<file path="src/acpi_ec_pkg.sv">
// Shared types, codes and sizes for the embedded-controller host interface.
// No dependencies; every other source file but acpi_ec_checker imports this package.
`timescale 1ns / 1ps
`default_nettype none

package acpi_ec_pkg;

    // Query FIFO geometry
    localparam int QUERY_DEPTH = 8;
    localparam int QUERY_AW    = (QUERY_DEPTH > 1) ? $clog2(QUERY_DEPTH) : 1;
    localparam int QUERY_CW    = $clog2(QUERY_DEPTH + 1);

    // Controller space geometry (fixed by the 8-bit address)
    localparam int SPACE_AW    = 8;
    localparam int SPACE_DEPTH = 1 << SPACE_AW;

    typedef enum logic [2:0] {
        OP_RD_STATUS  = 3'd0,
        OP_WR_CMD     = 3'd1,
        OP_RD_DATA    = 3'd2,
        OP_WR_DATA    = 3'd3,
        OP_POST_QUERY = 3'd4,
        OP_LOCAL_WR   = 3'd5
    } t_op;

    typedef enum logic [1:0] {
        PH_IDLE     = 2'd0,
        PH_RD_ADDR  = 2'd1,
        PH_WR_ADDR  = 2'd2,
        PH_WR_VALUE = 2'd3
    } t_phase;

    localparam logic [7:0] CMD_READ      = 8'h80;
    localparam logic [7:0] CMD_WRITE     = 8'h81;
    localparam logic [7:0] CMD_BURST_ON  = 8'h82;
    localparam logic [7:0] CMD_BURST_OFF = 8'h83;
    localparam logic [7:0] CMD_QUERY     = 8'h84;
    localparam logic [7:0] BURST_GRANT   = 8'h90;

    // Status byte bit positions
    localparam int ST_OBF_BIT   = 0;
    localparam int ST_IBF_BIT   = 1;
    localparam int ST_BURST_BIT = 4;
    localparam int ST_SCI_BIT   = 5;

    typedef struct packed {
        logic push;
        logic pop;
    } t_qf_ctrl;

    typedef struct packed {
        logic empty;
        logic full;
        logic last;
    } t_qf_stat;

    typedef struct packed {
        logic wr_en;
        logic rd_en;
    } t_sp_ctrl;

endpackage : acpi_ec_pkg

`default_nettype wire

</file>
<file path="src/acpi_ec_space.sv">
// 256-byte controller space: one write port, one registered read port.
// Per-entry valid bits make never-written bytes read as zero. Uses acpi_ec_pkg.
`timescale 1ns / 1ps
`default_nettype none

module acpi_ec_space (
    input  wire logic                           i_clk,
    input  wire logic                           i_rst_n,
    input  wire acpi_ec_pkg::t_sp_ctrl          i_ctrl,
    input  wire logic [acpi_ec_pkg::SPACE_AW-1:0] i_waddr,
    input  wire logic [7:0]                     i_wdata,
    input  wire logic [acpi_ec_pkg::SPACE_AW-1:0] i_raddr,
    output logic      [7:0]                     o_rdata
);
    import acpi_ec_pkg::*;

    logic [7:0]             r_mem [SPACE_DEPTH];
    logic [SPACE_DEPTH-1:0] r_vld;
    logic [7:0]             r_rd_data;
    logic                   r_rd_vld;

    always_ff @(posedge i_clk) begin
        if (i_ctrl.wr_en) begin
            r_mem[i_waddr] <= i_wdata;
        end
        if (i_ctrl.rd_en) begin
            r_rd_data <= r_mem[i_raddr];
        end
    end

    always_ff @(posedge i_clk) begin
        if (!i_rst_n) begin
            r_vld    <= '0;
            r_rd_vld <= 1'b0;
        end else begin
            if (i_ctrl.wr_en) begin
                r_vld[i_waddr] <= 1'b1;
            end
            if (i_ctrl.rd_en) begin
                r_rd_vld <= r_vld[i_raddr];
            end
        end
    end

    assign o_rdata = r_rd_vld ? r_rd_data : 8'h00;

endmodule : acpi_ec_space

`default_nettype wire

</file>
<file path="src/acpi_ec_qfifo.sv">
// Circular FIFO of pending query indices with head pointer and fill count.
// Uses acpi_ec_pkg for depth and control/status structs.
`timescale 1ns / 1ps
`default_nettype none

module acpi_ec_qfifo (
    input  wire logic                  i_clk,
    input  wire logic                  i_rst_n,
    input  wire acpi_ec_pkg::t_qf_ctrl i_ctrl,
    input  wire logic [7:0]            i_wdata,
    output logic      [7:0]            o_head_data,
    output acpi_ec_pkg::t_qf_stat      o_stat
);
    import acpi_ec_pkg::*;

    localparam int SW = QUERY_CW + 1;
    localparam logic [SW-1:0]       DEPTH_S = SW'(QUERY_DEPTH);
    localparam logic [QUERY_AW-1:0] LAST_IX = QUERY_AW'(QUERY_DEPTH - 1);

    logic [7:0]          r_mem [QUERY_DEPTH];
    logic [QUERY_AW-1:0] r_head;
    logic [QUERY_CW-1:0] r_count;
    logic [SW-1:0]       w_sum;
    logic [QUERY_AW-1:0] w_tail;

    // Tail = (head + count) mod depth; the sum stays below twice the depth
    always_comb begin
        w_sum  = SW'(r_head) + SW'(r_count);
        w_tail = (w_sum >= DEPTH_S) ? QUERY_AW'(w_sum - DEPTH_S) : QUERY_AW'(w_sum);
    end

    always_ff @(posedge i_clk) begin
        if (i_ctrl.push) begin
            r_mem[w_tail] <= i_wdata;
        end
    end

    always_ff @(posedge i_clk) begin
        if (!i_rst_n) begin
            r_head  <= '0;
            r_count <= '0;
        end else if (i_ctrl.push) begin
            r_count <= r_count + QUERY_CW'(1);
        end else if (i_ctrl.pop) begin
            r_count <= r_count - QUERY_CW'(1);
            r_head  <= (r_head == LAST_IX) ? '0 : r_head + QUERY_AW'(1);
        end
    end

    assign o_head_data  = r_mem[r_head];
    assign o_stat.empty = (r_count == '0);
    assign o_stat.full  = (r_count == QUERY_CW'(QUERY_DEPTH));
    assign o_stat.last  = (r_count == QUERY_CW'(1));

endmodule : acpi_ec_qfifo

`default_nettype wire

</file>
<file path="src/acpi_embedded_controller_interface.sv">
// Top level of the embedded-controller host interface (device side).
// Depends on acpi_ec_pkg, acpi_ec_space and acpi_ec_qfifo.
//
//   channel  | valid    | stall    | payload
//   ---------+----------+----------+------------------------------------------
//   input    | i_valid  | o_stall  | i_opcode, i_local_address, i_data_in
//   output   | o_valid  | i_stall  | o_read_data, o_sci_pending, o_protocol_error
//
// One beat per cycle sustained while the output is not stalled: the input
// register feeds the protocol logic, whose answer is registered in the
// result register. Throughput is set by the single space write port and
// single read port, each used at most once per beat.
// Reset (synchronous, active low) clears all control state; the
// 256 space bytes carry per-byte valid bits, so no clearing pass is needed.
// A stall on the output holds the result register and, once the input
// register is also occupied, raises o_stall.
`timescale 1ns / 1ps
`default_nettype none

module acpi_embedded_controller_interface (
    input  wire logic       i_clk,
    input  wire logic       i_rst_n,
    // input channel
    input  wire logic       i_valid,
    output logic            o_stall,
    input  wire logic [2:0] i_opcode,
    input  wire logic [7:0] i_local_address,
    input  wire logic [7:0] i_data_in,
    // output channel
    output logic            o_valid,
    input  wire logic       i_stall,
    output logic      [7:0] o_read_data,
    output logic            o_sci_pending,
    output logic            o_protocol_error
);
    import acpi_ec_pkg::*;

    // ---------------- input register ----------------
    logic       r_in_valid;
    logic [2:0] r_op;
    logic [7:0] r_addr;
    logic [7:0] r_data;

    // ---------------- result register ----------------
    logic       r_out_valid;
    logic [7:0] r_rd;
    logic       r_sci;
    logic       r_err;

    // ---------------- protocol state ----------------
    t_phase     r_phase, n_phase;
    logic [7:0] r_lat,  n_lat;      // latched address
    logic [7:0] r_ob,   n_ob;       // output buffer byte
    logic       r_ob_mem, n_ob_mem; // buffer byte lives in the space read register
    logic       r_obf,  n_obf;
    logic       r_burst, n_burst;

    logic       w_adv;   // result register free to take a beat
    logic       w_work;  // a beat is processed this cycle
    t_op        w_op;
    logic [7:0] w_ob_val;
    logic [7:0] n_rd;
    logic       n_sci;
    logic       n_err;

    t_qf_ctrl   w_qf_ctrl;
    t_qf_stat   w_qf_stat;
    logic [7:0] w_qf_head;

    t_sp_ctrl   w_sp_ctrl;
    logic [7:0] w_sp_waddr;
    logic [7:0] w_sp_wdata;
    logic [7:0] w_sp_rdata;

    assign w_adv   = !r_out_valid || !i_stall;
    assign w_work  = r_in_valid && w_adv;
    assign o_stall = r_in_valid && !w_adv;
    assign w_op    = t_op'(r_op);

    // Current output buffer contents, wherever they are held
    assign w_ob_val = r_ob_mem ? w_sp_rdata : r_ob;

    acpi_ec_space u_space (
        .i_clk   (i_clk),
        .i_rst_n (i_rst_n),
        .i_ctrl  (w_sp_ctrl),
        .i_waddr (w_sp_waddr),
        .i_wdata (w_sp_wdata),
        .i_raddr (r_data),
        .o_rdata (w_sp_rdata)
    );

    acpi_ec_qfifo u_qfifo (
        .i_clk       (i_clk),
        .i_rst_n     (i_rst_n),
        .i_ctrl      (w_qf_ctrl),
        .i_wdata     (r_data),
        .o_head_data (w_qf_head),
        .o_stat      (w_qf_stat)
    );

    // Capture a beat whenever the input register is empty or draining
    always_ff @(posedge i_clk) begin
        if (!i_rst_n) begin
            r_in_valid <= 1'b0;
        end else if (i_valid && !o_stall) begin
            r_in_valid <= 1'b1;
        end else if (w_adv) begin
            r_in_valid <= 1'b0;
        end
    end

    always_ff @(posedge i_clk) begin
        if (i_valid && !o_stall) begin
            r_op   <= i_opcode;
            r_addr <= i_local_address;
            r_data <= i_data_in;
        end
    end

    // Protocol phase: next-state logic
    always_comb begin
        n_phase = r_phase;
        if (w_work) begin
            unique case (w_op)
                OP_WR_CMD: begin
                    // any command drops an unfinished sequence
                    unique case (r_data)
                        CMD_READ:  n_phase = PH_RD_ADDR;
                        CMD_WRITE: n_phase = PH_WR_ADDR;
                        default:   n_phase = PH_IDLE;
                    endcase
                end
                OP_WR_DATA: begin
                    unique case (r_phase)
                        PH_IDLE:     n_phase = PH_IDLE;
                        PH_RD_ADDR:  n_phase = PH_IDLE;
                        PH_WR_ADDR:  n_phase = PH_WR_VALUE;
                        PH_WR_VALUE: n_phase = PH_IDLE;
                    endcase
                end
                default: n_phase = r_phase;
            endcase
        end
    end

    // Beat actions: result fields, buffer, burst, space and FIFO controls
    always_comb begin
        n_rd        = 8'h00;
        n_err       = 1'b0;
        n_lat       = r_lat;
        n_ob        = r_ob;
        n_ob_mem    = r_ob_mem;
        n_obf       = r_obf;
        n_burst     = r_burst;
        w_qf_ctrl   = '0;
        w_sp_ctrl   = '0;
        w_sp_waddr  = r_addr;
        w_sp_wdata  = r_data;
        if (w_work) begin
            unique case (w_op)
                OP_RD_STATUS: begin
                    n_rd[ST_OBF_BIT]   = r_obf;
                    n_rd[ST_BURST_BIT] = r_burst;
                    n_rd[ST_SCI_BIT]   = !w_qf_stat.empty;
                end
                OP_WR_CMD: begin
                    n_err = (r_phase != PH_IDLE);
                    unique case (r_data)
                        CMD_READ, CMD_WRITE: ;
                        CMD_BURST_ON: begin
                            n_burst  = 1'b1;
                            n_ob     = BURST_GRANT;
                            n_ob_mem = 1'b0;
                            n_obf    = 1'b1;
                        end
                        CMD_BURST_OFF: n_burst = 1'b0;
                        CMD_QUERY: begin
                            // pop the oldest index, or answer zero when none waits
                            w_qf_ctrl.pop = !w_qf_stat.empty;
                            n_ob     = w_qf_stat.empty ? 8'h00 : w_qf_head;
                            n_ob_mem = 1'b0;
                            n_obf    = 1'b1;
                        end
                        default: n_err = 1'b1;
                    endcase
                end
                OP_RD_DATA: begin
                    if (r_obf) begin
                        n_rd  = w_ob_val;
                        n_obf = 1'b0;
                    end else begin
                        n_err = 1'b1;
                    end
                end
                OP_WR_DATA: begin
                    unique case (r_phase)
                        PH_IDLE: n_err = 1'b1;
                        PH_RD_ADDR: begin
                            // answer arrives in the space read register next edge
                            n_lat           = r_data;
                            w_sp_ctrl.rd_en = 1'b1;
                            n_ob_mem        = 1'b1;
                            n_obf           = 1'b1;
                        end
                        PH_WR_ADDR: n_lat = r_data;
                        PH_WR_VALUE: begin
                            w_sp_ctrl.wr_en = 1'b1;
                            w_sp_waddr      = r_lat;
                        end
                    endcase
                end
                OP_POST_QUERY: begin
                    if (r_data == 8'h00 || w_qf_stat.full) begin
                        n_err = 1'b1;
                    end else begin
                        w_qf_ctrl.push = 1'b1;
                    end
                end
                OP_LOCAL_WR: w_sp_ctrl.wr_en = 1'b1;
                default: ;
            endcase
        end
        // FIFO occupancy after this beat
        n_sci = w_qf_ctrl.push || (!w_qf_stat.empty && !(w_qf_ctrl.pop && w_qf_stat.last));
    end

    always_ff @(posedge i_clk) begin
        if (!i_rst_n) begin
            r_phase  <= PH_IDLE;
            r_lat    <= 8'h00;
            r_ob     <= 8'h00;
            r_ob_mem <= 1'b0;
            r_obf    <= 1'b0;
            r_burst  <= 1'b0;
        end else begin
            r_phase  <= n_phase;
            r_lat    <= n_lat;
            r_ob     <= n_ob;
            r_ob_mem <= n_ob_mem;
            r_obf    <= n_obf;
            r_burst  <= n_burst;
        end
    end

    // Result register: advance when free or being taken
    always_ff @(posedge i_clk) begin
        if (!i_rst_n) begin
            r_out_valid <= 1'b0;
        end else if (w_adv) begin
            r_out_valid <= r_in_valid;
        end
    end

    always_ff @(posedge i_clk) begin
        if (w_work) begin
            r_rd  <= n_rd;
            r_sci <= n_sci;
            r_err <= n_err;
        end
    end

    assign o_valid          = r_out_valid;
    assign o_read_data      = r_rd;
    assign o_sci_pending    = r_sci;
    assign o_protocol_error = r_err;

endmodule : acpi_embedded_controller_interface

`default_nettype wire

</file>
<file path="config.mk">
export PLATFORM = sky130hd
export DESIGN_NAME = acpi_embedded_controller_interface
export DESIGN_NICKNAME = d
export VERILOG_FILES = /design/src/acpi_ec_pkg.sv /design/src/acpi_ec_space.sv /design/src/acpi_ec_qfifo.sv /design/src/acpi_embedded_controller_interface.sv
export SDC_FILE = /design/constraint.sdc
export NUM_CORES = 2
export LEC_CHECK = 0
export ABC_AREA = 1
export BUFFER_PORTS_ARGS = -buffer_cell sky130_fd_sc_hd__buf_2
export CAP_MARGIN = 20
export CORE_ASPECT_RATIO = 2
export CORE_MARGIN = 2
export CORE_UTILIZATION = 55
export DETAILED_ROUTE_END_ITERATION = 8
export GPL_TIMING_DRIVEN = 0
export PLACE_DENSITY = 0.77
export SLEW_MARGIN = 20
export SYNTH_ARGS = -nofsm -noshare
export SYNTH_HDL_FRONTEND = slang
export SYNTH_SLANG_ARGS = --single-unit
</file>
<file path="constraint.sdc">
create_clock -name i_clk -period 7.9 [get_ports i_clk]
set_clock_uncertainty 0.15 [all_clocks]
set_input_delay 1.975 -clock i_clk [delete_from_list [all_inputs] [get_ports i_clk]]
set_output_delay 1.975 -clock i_clk [all_outputs]
set_load 0.005 [all_outputs]
</file>
==> results.toml, run 1 <==
[run_status]
status = "did not finish"
failing_step = "global routing"
error_line = "[ERROR GRT-0116] Global routing finished with congestion. Check the congestion regions in the DRC Viewer."

[grt]
grt_usage = 0.716
grt_pass1_wl_um = 843000
grt_pass1_vias = 81100
grt-ovfl-total = 543
grt_max_degree = 27

[cts]
cts_root_buffer = "clkbuf_16"
hold_buffers = 0
cts_made_buffers = 207
post-cts-setup-buffer-count = 0
cts-resized-gates = 0
htreeDepth = 4
cts_sinks = 2439
clk_path_buf_depth = 4

[floorplan]
rows = 216
pin_count = 35
die_y_um = 593
start_util = 0.552
dieWidth_um = 299

[placement]
io_buffers = 33
dp_hpwl_um = 407000
gp_congestion = 1.22

[synthesis]
async_flop_share = 0
avgSynthCellArea_sq_um = 12.1
netlist_area_sq_mm = 0.0954
ys_ff_latch = 2439
synth_warnings = 0
ys.flop_type = "edfxtp_1"
ys_types = 51
syn_inst = 7910
synth_nets = 7944
synth-seq-area-share = 0.737
synth-edff-count = 2149
[metrics by stage]
stage          worst slack (ns)  utilization  hold WS, ns  cell area, sq um  instances
3_3_place_gp              -5.54        0.570        0.288             98400      10200
4_1_cts                    1.09        0.635        0.304            110000      10800
2_1_floorplan              1.75            -        0.280             95400       7910
3_5_place_dp               1.12        0.595        0.294            103000      10400
[logic make-up after synthesis]
kind of cell	after synthesis	share of synthesized area
compound gates	963	0.0649
fa+ha+maj	11	0.00152
xor+xnor	1	0.0000918
mux	2	0.000210
simple gates	3561	0.157
flops	2439	0.737
buf+inv	933	0.0396
[cell usage after synthesis, types with 7 or more instances]
| cell | number | area (sq um) |
|---|---|---|
| o211ai_1 | 77 | 578 |
| inv_2 | 71 | 267 |
| nand2_4 | 9 | 101 |
| a22o_1 | 10 | 87.6 |
| clkbuf_1 | 190 | 713 |
| inv_1 | 423 | 1590 |
| ha_1 | 10 | 125 |
| nor3_1 | 8 | 40.0 |
| nand4_1 | 293 | 1830 |
| nand3b_1 | 14 | 105 |
| a22oi_1 | 384 | 2880 |
| buf_2 | 124 | 621 |
| o21ai_0 | 114 | 571 |
| nand2_1 | 2330 | 8750 |
| a21oi_1 | 323 | 1620 |
| o32ai_1 | 14 | 123 |
| edfxtp_1 | 2149 | 64500 |
| a21o_1 | 7 | 52.6 |
| dfxtp_1 | 290 | 5810 |
| nor2_4 | 31 | 349 |
| o21ai_2 | 8 | 70.1 |
| nor2_1 | 580 | 2180 |
| nand3_1 | 270 | 1350 |
| buf_1 | 93 | 349 |
| buf_4 | 25 | 188 |
[routing by layer]
metal / GRT usage / GRT overflow
met1: 0.726 / 0
met2: 0.901 / 283
met3: 0.518 / 3
met4: 0.740 / 257
met5: 0.170 / 0
==> run 2, diff against run 1 <==
--- a/config.mk
+++ b/config.mk
@@ -8,12 +8,11 @@
 export ABC_AREA = 1
 export BUFFER_PORTS_ARGS = -buffer_cell sky130_fd_sc_hd__buf_2
 export CAP_MARGIN = 20
-export CORE_ASPECT_RATIO = 2
 export CORE_MARGIN = 2
-export CORE_UTILIZATION = 55
+export CORE_UTILIZATION = 40
 export DETAILED_ROUTE_END_ITERATION = 8
 export GPL_TIMING_DRIVEN = 0
-export PLACE_DENSITY = 0.77
+export PLACE_DENSITY_LB_ADDON = 0.15
 export SLEW_MARGIN = 20
 export SYNTH_ARGS = -nofsm -noshare
 export SYNTH_HDL_FRONTEND = slang
==> run 2 against run 1 <==
The run now ends clean. Synthesized cell count is the same. Synthesized area is the same.
==> results.toml, run 2 <==
[synthesis]
synthTopCellsByCount = "2330 x nand2_1, 2149 x edfxtp_1, 580 x nor2_1"
synth_fa_ha_area_frac = 0.00152
ys_types = 51
synth_top_family_by_area = "simple AND/OR/NAND/NOR gates"
syn_inst = 7910
netlist_area_sq_mm = 0.0954
synth_compound_area_frac = 0.0649
async_flop_share = 0
yosysTopAreaCell = "edfxtp_1"
synth_top_area_frac = 0.676
ys_ff_latch = 2439
yosys-top-cells-area = "edfxtp_1 68%, nand2_1 9.2%, dfxtp_1 6.1%, a22oi_1 3.0%, nor2_1 2.3%"
ys.flop_type = "edfxtp_1"
synth-simple-area-share = 0.157
synth_warnings = 0
synth-seq-area-share = 0.737
synth_mux_area_frac = 0.000210
synth-xor-area-share = 0.0000918
synth-edff-count = 2149
avgSynthCellArea_sq_um = 12.1
synth_nets = 7944
yosysMostFrequentCell = "nand2_1"

[power]
total_power_mw = 29.5
p_leak_nw = 41.0
powerDensity_mw_per_mm2 = 261
ir_drop_mv = 0.186

[sta]
rsz0062_at_grt = "false"
fin_crit_sh = 0.919
tightest_slew_ns = 1.33
slew_headroom = 0.113
report.final.slew_viol_count = 0
hold_viol = 0
period_needed_ns = 7.26
final-setup-viol-count = 0
fin_ws_ns = 0.639
max_freq_mhz = 138

[cts]
path_clk_slew_ns = 0.06
htreeDepth = 5
hold_buffers = 0
cts_made_buffers = 285
cts_root_buffer = "clkbuf_16"
cts_tree = "done"
cts-resized-gates = 0
post-cts-setup-buffer-count = 0
clock_latency_ns = 0.99
clk_path_buf_depth = 4
cts_sinks = 2439

[setup_path]
rr_endpoint = "u_space.r_rd_data[2]"
cp_slowest_stage_delay_ns = 1.03
worst_ep_arrival_time_ns = 7.95
rr_startpoint = "r_data[1]"
r2r_cells = 19
regToRegSetupSlack_ns = 0.64
crit_path_top_delay_cell = "buf_2"
worstSetupEndpointType = "register"
setup.worst_path.class = "register to register"
worstPathCellList = "buf_8, buf_8, buf_8, buf_8, buf_8, buf_2, inv_1, nor2_1, buf_2, buf_2, buf_2, nand2_1, nand4_1, o211ai_1, nand2_1, nand3_1, nand3_1, nand3_1, nand2_1"
cp_num_cells = 19
crit_buf_inv = 10
required_ns = 8.58
crit_top_cell = "buf_8"
path_delay_family = "buffers and inverters"
crit_path_max_fanout = 25
start_kind = "register"

[cells_and_area]
reg_top3 = "u_space.r_mem (2048), u_space.r_vld (256), u_qfifo.r_mem (64)"
final_common_cell = "nand2_1"
finalNetCount = 8491
layout_common_cells = "2329 x nand2_1, 2149 x edfxtp_1, 579 x nor2_1"
largest-register = "u_space.r_mem"
areaGrowthSynthToFinish_pct = 18.6
largest_register_ffs = 2048
drive_gt1_frac = 0.128

[drt]
drc = 0
drtIter0Drc = 14000
wl_per_cell_um = 47.9
drt-total-wl_um = 569000
ant_nets = 0
vias_per_cell = 6.27
first_pass_iters = 7
vias = 74600

[floorplan]
die_area_sq_mm = 0.242
pin_count = 35
rows = 179
dieWidth_um = 492
core_area_sq_mm = 0.238
start_util = 0.402
die_y_um = 492

[grt]
grt_pass1_wl_um = 706000
grt-ovfl-total = 0
grt_pass1_vias = 65300
grt_max_degree = 26
antenna_found_initial = 103
grt_usage = 0.461

[run_status]
status = "finished clean"

[placement]
pre_cts_ws_ns = 1.05
gp_congestion = 1.05
io_buffers = 33
dp_hpwl_um = 413000

[min_path]
hold-path-cell-count = 2
hold_end = "u_space.r_vld[241]"
hold_path_startpoint = "u_space.r_vld[241]"
hp-class = "register to register"

[flow_run]
maxCapViolCount = 0
[run 2: cell counts after synthesis]
No cell type changed its count.
[run 2: cells by family after synthesis]
group	count (synthesis)
adder cells (fa/ha/maj)	11
buffers and inverters	933
AND/OR/NAND/NOR	3561
flip-flops	2439
XOR/XNOR	1
AO/OA/AOI/OAI	963
multiplexers	2
[run 2: layout make-up]
type                    instances  area [sq um]
diodes                         66           165
plain buffers                 435          2150
clock buffers                 374          7730
clock inverters               115           856
fillers                     21400        124000
inverters                     498          1870
multi-input cells            4538         21300
flip-flops and latches       2439         70300
well taps                    3167          3960
repair buffers                260          4780
[run 2: power by group]
group	switching (mW)	internal (mW)
combinational	2.26	0.546
clock	5.45	7.22
sequential	0.0170	14.0
[run 2: worst register-to-register path: stages, from the launching register on]
cell and delay (ns):
edfxtp_1 0.67, buf_8 0.26, buf_8 0.23, buf_8 0.19, buf_8 0.21, buf_8 0.20
buf_2 0.29, inv_1 0.09, nor2_1 0.74, buf_2 0.32, buf_2 0.76, buf_2 1.03
nand2_1 0.14, nand4_1 0.32, o211ai_1 0.25, nand2_1 0.13, nand3_1 0.34, nand3_1 0.54
nand3_1 0.14, nand2_1 0.11
[run 2: metal layers]
metal | vias to the layer above | part of all wire | global-route usage
met3 | 1655 | 0.12 | 0.135
met5 | - | 0.00030 | 0
met2 | 6408 | 0.41 | 0.648
met4 | 22 | 0.11 | 0.418
met1 | 37500 | 0.36 | 0.573
li1 | 29000 | - | -
[run 2: worst max-delay path by stage]
stage	from	to
final	r_data[1]	u_space.r_rd_data[2]
after global routing	r_data[1]	u_space.r_rd_data[2]
after CTS	r_data[1]	u_space.r_rd_data[4]
after detailed placement	r_data[1]	u_space.r_rd_data[4]
after global placement	r_data[1]	u_space.r_rd_data[5]
after floorplan	r_data[1]	u_qfifo.r_mem[6][0]
[run 2: through the flow]
stage	hold WS, ns	std cells	util	area [sq um]	setup TNS, ns
6_report	0.307	11900	0.476	113000	0
5_1_grt	0.322	11800	0.476	113000	0
4_1_cts	0.304	11800	0.475	113000	0
3_5_place_dp	0.296	11300	0.439	104000	0
3_3_place_gp	0.288	11100	0.419	99500	-3239.19
2_1_floorplan	0.280	7910	-	95400	0
Note: power is estimated with default switching activity, not from simulation.
